<file path="src/hw/rtl/bst_ram.sv">
module bst_ram #(
    parameter int unsigned Width = 8,
    parameter int unsigned Depth = 64,
    localparam int unsigned AW   = (Depth > 1) ? $clog2(Depth) : 1
) (
    input  logic             i_clk,
    input  logic             i_we,
    input  logic [AW-1:0]    i_waddr,
    input  logic [Width-1:0] i_wdata,
    input  logic             i_re,
    input  logic [AW-1:0]    i_raddr,
    output logic [Width-1:0] o_rdata
);

    logic [Width-1:0] mem [Depth];
    logic [Width-1:0] r_rdata;

    always_ff @(posedge i_clk) begin
        if (i_we) begin
            mem[i_waddr] <= i_wdata;
        end
    end

    // Registered read; hold the last word while no read is issued
    always_ff @(posedge i_clk) begin
        if (i_re) begin
            r_rdata <= mem[i_raddr];
        end
    end

    assign o_rdata = r_rdata;

endmodule

</file>
<file path="config.mk">
export PLATFORM = sky130hd
export DESIGN_NAME = bst_ram
export DESIGN_NICKNAME = d
export VERILOG_FILES = /design/src/hw/rtl/bst_ram.sv
export SDC_FILE = /design/constraint.sdc
export NUM_CORES = 1
export LEC_CHECK = 0
export ABC_AREA = 1
export BUFFER_PORTS_ARGS = -buffer_cell sky130_fd_sc_hd__buf_2
export CORE_UTILIZATION = 25
export CTS_CLUSTER_SIZE = 25
export DETAILED_ROUTE_END_ITERATION = 10
export HOLD_SLACK_MARGIN = 0.1
export PLACE_DENSITY = 0.47
export SETUP_SLACK_MARGIN = 0.3
export SKIP_CTS_REPAIR_TIMING = 1
export SLEW_MARGIN = 10
export SYNTH_ARGS = -nofsm -noshare
export SYNTH_HDL_FRONTEND = slang
export SYNTH_SLANG_ARGS = --single-unit
</file>
<file path="constraint.sdc">
create_clock -name i_clk -period 2 [get_ports i_clk]
set_clock_uncertainty 0.15 [all_clocks]
set_input_delay 0 -clock i_clk [delete_from_list [all_inputs] [get_ports i_clk]]
set_output_delay 0 -clock i_clk [all_outputs]
set_load 0.02 [all_outputs]
</file>
==> results of run 1 <==
cell usage after synthesis (8+ instances only):
master,count
buf_6,35
nor2_1,56
buf_4,14
clkbuf_1,15
nor4_1,8
buf_2,37
nand4_1,9
nand3_1,439
edfxtp_1,520
nand2_1,648
buf_1,10
inv_1,10
worst max-delay path, stage by stage:
cell,delay (ns)
dlygate4sd3_1,0.57
buf_2,0.19
nor4_1,0.34
dlygate4sd3_1,0.62
buf_4,0.18
cells by family after synthesis:
logic type,count (synthesis),share of synthesized area [%]
buf+inv,125,4.01
flops,520,72.9
simple gates,1160,23.1
final timing paths:
check / to / slack, ns / cells past startpoint
setup / recovery: mem[48][7]$_DFFE_PP_ / 0.27 / 5
hold / removal: mem[5][3]$_DFFE_PP_ / 0.08 / 5
setup reg to reg: o_rdata[7]$_DFFE_PP_ / 0.35 / 8
hold reg to reg: o_rdata[4]$_DFFE_PP_ / 0.76 / 8
area by class of cell:
type	instances	area share [%]
well taps	1134	5.62
repair buffers	173	6.56
diodes	1	0.00991
inverters	12	0.218
clock inverters	20	0.367
clock buffers	73	5.72
multi-input cells	1160	19.7
flip-flops and latches	520	61.8
metrics by stage:
| step | hold slack, ns | util, % | cell area (µm²) | instances |
|---|---|---|---|---|
| 2_1_floorplan | -0.0511 | - | 21400 | 1805 |
| 3_3_place_gp | 0.251 | 27.9 | 23500 | 2981 |
| 3_5_place_dp | 0.257 | 27.9 | 23500 | 2981 |
| 4_1_cts | -0.391 | 29.7 | 25000 | 3074 |
| 5_1_grt | 0.125 | 30.0 | 25200 | 3093 |
| 6_report | 0.0758 | 30.0 | 25200 | 3093 |
per-layer routing:
metal  up-vias  GRT usage, %
met4         2          3.18
met5         -             0
met2       445          20.6
met1      6954          21.0
met3        66          2.68
li1       6582             -
cell usage in the layout, fill, tap and decap left out:
cell,n
nand2_1,648
edfxtp_1,520
nand3_1,435
buf_4,96
nor2_1,56
clkbuf_16,55
buf_12,30
buf_2,28
clkbuf_1,18
dlygate4sd3_1,18
clkinv_1,12
inv_1,9
nand4_1,9
nor4_1,8
clkinv_2,6
nand3_2,4
inv_6,2
diode_2,1
inv_8,1
inv_4,1
inv_2,1
clkbuf_8,1
sequential cells by signal, indices dropped and copies added, names as in the netlist:
| signal | count |
|---|---|
| o_rdata | 8 |
| mem | 512 |
report_power, final:
part / internal, mW / leakage [nW] / switching, mW
clock network: 5.01 / 0.750 / 4.13
logic: 0.466 / 3.56 / 1.15
registers: 12.1 / 4.69 / 0.0494
==> impl_metrics.yaml, run 1 <==
power:
  p_leak_nw: 8.99
  p_per_area_nw_per_um2: 907
  total_power_mw: 22.9
  ir_drop_uv: 632
synthesis:
  synth_edf_count: 520
  ys_seq_area_share_pct: 72.9
  yosysWarningCount: 0
  yosys_register_bits: 520
  synth-async-reset-ratio_pct: 0
  ys_types: 15
  synth.avg_cell_area_um2: 11.9
  synth_area_leaders: "edfxtp_1 73%, nand2_1 11%, nand3_1 10%"
  syn_nets: 1828
  syn_inst: 1805
  synth_top_area_share_pct: 72.9
  ys.flop_type: "edfxtp_1"
  syn_area_um2: 21400
  yosys.area.top_type: "edfxtp_1"
sta:
  setup_viol: 0
  rsz0062_at_grt: "yes"
  slew_headroom_pct: 50.3
  worst_slack_ns: 0.273
  post-route-period-util_pct: 86.4
  hold_viol_final: 0
  tightest_slew_ns: 0.746
  fin_crit_ns: 1.73
  drv_slew: 0
  fin_tns_setup_ns: 0
  max_freq_mhz: 579
final_layout:
  seqCellArea_um2: 15600
  syn_to_final_growth_pct: 17.9
  final_net_count: 1944
  fillers: 8551
  multi_input_area_um2: 4970
  layout-drive-gt1-share_pct: 11.5
detailed_routing:
  met2_length_mm: 26.9
  vias: 14000
  drt-vias-per-instance: 4.54
  drc: 0
  post_drt_wl_per_cell_um: 19.8
  wl_mm: 61.3
  ant_nets: 0
  dr.pass1.iters: 5
  wl_met3_mm: 4.25
  m1WireLength_mm: 29.1
  routed.top_layer: "met5"
  drt_iter0_drc: 1374
grt:
  grt.overflow.total: 0
  grt_pass1_wl_mm: 90.1
  grt_max_degree: 88
  grtUsageTotal_pct: 14.0
  grt_pass1_vias: 13400
  antenna_found_initial: 2
run:
  drv_cap: 0
clock_tree:
  clockRootBuffer: "clkbuf_16"
  clk_pin_slew_ns: 0.06
  cts_buffer_depth: 3
  cts_made_buffers: 54
  cts_tree: "done"
  clkLatencyLatePin_ns: 0.61
  clock_sinks: 520
  h-tree-depth: 2
setup_path:
  crit_arrival_ns: 1.89
  cp_max_fo: 9
  required_ns: 2.17
  start_kind: "input pin"
  critPathCaptureType: "register"
  crit_type: "input pin to register"
  rr_startpoint: "mem[55][7]$_DFFE_PP_"
  crit_path_start: "i_waddr[2]"
floorplan:
  core_area_um2: 84200
  rows: 106
  io_pins: 31
  start_util_pct: 25.4
  die_x_um: 295
  dieArea_um2: 86900
  die_h_um: 295
place:
  io_buffers: 30
  gp_congestion: 0.846
  dp_hpwl_mm: 37.2
  dp_slack_ns: 0.0761
hold_path:
  hp-class: "input pin to register"
  hp-start: "i_waddr[3]"
outcome:
  status: "finished clean"
Note: power is estimated with default switching activity, not from simulation.
==> run 2: changes to the inputs <==
Settings changed: SETUP_SLACK_MARGIN 0.3 to 0.15.
==> run 2 against run 1 <==
Net effect:
- total power barely moved
- first-iteration DRC count shrank 4.0%
- count of clock-buffer cells in the layout is the same
- die area stayed put
==> impl_metrics.yaml, run 2 (synthesized netlist as in run 1, its figures left out) <==
grt:
  grt_max_degree: 88
  top_usage_layer: "met1"
  grt.overflow.total: 0
  antenna_found_initial: 2
  grtUsageTotal_pct: 14.0
  grt_pass1_vias: 13400
  use_met2_pct: 20.6
  met3_usage_pct: 2.68
  grt_use_met1_pct: 21.0
  grt_pass1_wl_mm: 90.1
outcome:
  status: "finished clean"
sta:
  max_freq_mhz: 591
  post-route-period-util_pct: 84.7
  worst_slack_ns: 0.307
  setup_viol: 0
  rsz0062_at_grt: "no"
  worst_hold_slack_ns: 0.0682
  fin_crit_ns: 1.69
  tightest_slew_ns: 0.745
  slew_headroom_pct: 50.4
  drv_slew: 0
  fin_tns_setup_ns: 0
  hold_viol_final: 0
floorplan:
  dieArea_um2: 86900
  rows: 106
  die_h_um: 295
  start_util_pct: 25.4
  die_x_um: 295
  core_area_um2: 84200
  io_pins: 31
setup_path:
  path_cells: "nand2_1, nand3_1, nand3_1, nand2_1, nand2_1, nand3_1, nand3_1, nand2_1"
  cpPeakStageDelay_ns: 0.36
  crit_arrival_ns: 1.88
  crit_type: "register to register"
  cp_max_fo: 1
  crit_slowest_cell: "edfxtp_1"
  critPathCaptureType: "register"
  required_ns: 2.19
  start_kind: "register"
  r2r_slack_ns: 0.31
detailed_routing:
  drc: 0
  post_drt_wl_per_cell_um: 19.8
  wl_mm: 61.2
  dr.pass1.iters: 5
  ant_nets: 0
  drt-vias-per-instance: 4.54
  drt_iter0_drc: 1319
  vias: 14100
final_layout:
  syn_to_final_growth_pct: 17.8
  final_net_count: 1944
  layout_common_cells: "648 x nand2_1, 520 x edfxtp_1, 439 x nand3_1, 96 x buf_4, 56 x nor2_1"
  largest_register: "mem"
  fin_area_um2: 25200
  layout-drive-gt1-share_pct: 11.3
  mostFrequentLayoutCell: "nand2_1"
  largest_reg_flops: 512
clock_tree:
  cts_tree: "done"
  clockRootBuffer: "clkbuf_16"
  cts_buffer_depth: 3
  h-tree-depth: 2
  clkLatencyLatePin_ns: 0.61
  clk_pin_slew_ns: 0.06
  clock_sinks: 520
  cts_made_buffers: 54
power:
  p_comb_share_pct: 7.1
  p_leak_nw: 8.98
  power.switching_mw: 5.32
  ir_drop_uv: 633
  intPower_mw: 17.6
  seq_power_share_pct: 53.0
  p_clk_share_pct: 39.9
  p_per_area_nw_per_um2: 907
  power_switching_share_pct: 23.3
place:
  dpl_cell_area_um2: 23500
  gp_congestion: 0.846
  io_buffers: 30
  dp_slack_ns: 0.0761
  dp_hpwl_mm: 37.2
run:
  drv_cap: 0
hold_path:
  hp-class: "input pin to register"
-- run 2: cell counts in the layout (fill, tap and decap cells not counted) --
Identical to the previous run, type by type.
-- run 2: final timing paths --
check | start | cells past startpoint | endpoint
setup / recovery | mem[55][7]$_DFFE_PP_ | 8 | o_rdata[7]$_DFFE_PP_
hold / removal | i_waddr[3] | 5 | mem[5][3]$_DFFE_PP_
setup reg to reg | mem[55][7]$_DFFE_PP_ | 8 | o_rdata[7]$_DFFE_PP_
hold reg to reg | mem[2][4]$_DFFE_PP_ | 8 | o_rdata[4]$_DFFE_PP_
-- run 2: final cells by class --
class,count,area [µm²]
clock inverters,20,92.6
repair buffers,173,1660
well taps,1134,1420
clock buffers,73,1440
diodes,1,2.50
fillers,8551,59000
inverters,12,55.1
multi-input cells,1160,4950
flip-flops and latches,520,15600
-- run 2: power groups by stage --
| stage | combinational, mW | clock (mW) | sequential (mW) |
|---|---|---|---|
| 2_1_floorplan | 0.848 | 0 | 12.4 |
| 3_3_place_gp | 1.60 | 0 | 12.4 |
| 3_5_place_dp | 1.61 | 0 | 12.4 |
| 4_1_cts | 1.61 | 9.33 | 12.1 |
| 5_1_grt | 1.77 | 9.74 | 12.1 |
| 6_report | 1.62 | 9.13 | 12.1 |
-- run 2: through the flow --
stage | total power, mW | utilization (%) | instances
after floorplan | 13.2 | - | 1805
final | 22.9 | 30.0 | 3093
after detailed placement | 14.0 | 27.9 | 2981
after CTS | 23.1 | 29.7 | 3074
after global routing | 23.6 | 30.0 | 3093
after global placement | 14.0 | 27.9 | 2981
-- run 2: routing by layer --
| layer | vias to the layer above | part of all wire, % |
|---|---|---|
| met2 | 438 | 44 |
| met1 | 6958 | 48 |
| met4 | 2 | 1.6 |
| met3 | 66 | 6.9 |
| li1 | 6590 | - |
| met5 | - | 0.018 |
-- run 2: critical path, delay by kind of cell, from the launching register on --
kind          cells  cell delay, ns
flops             1            0.36
simple gates      8            0.91
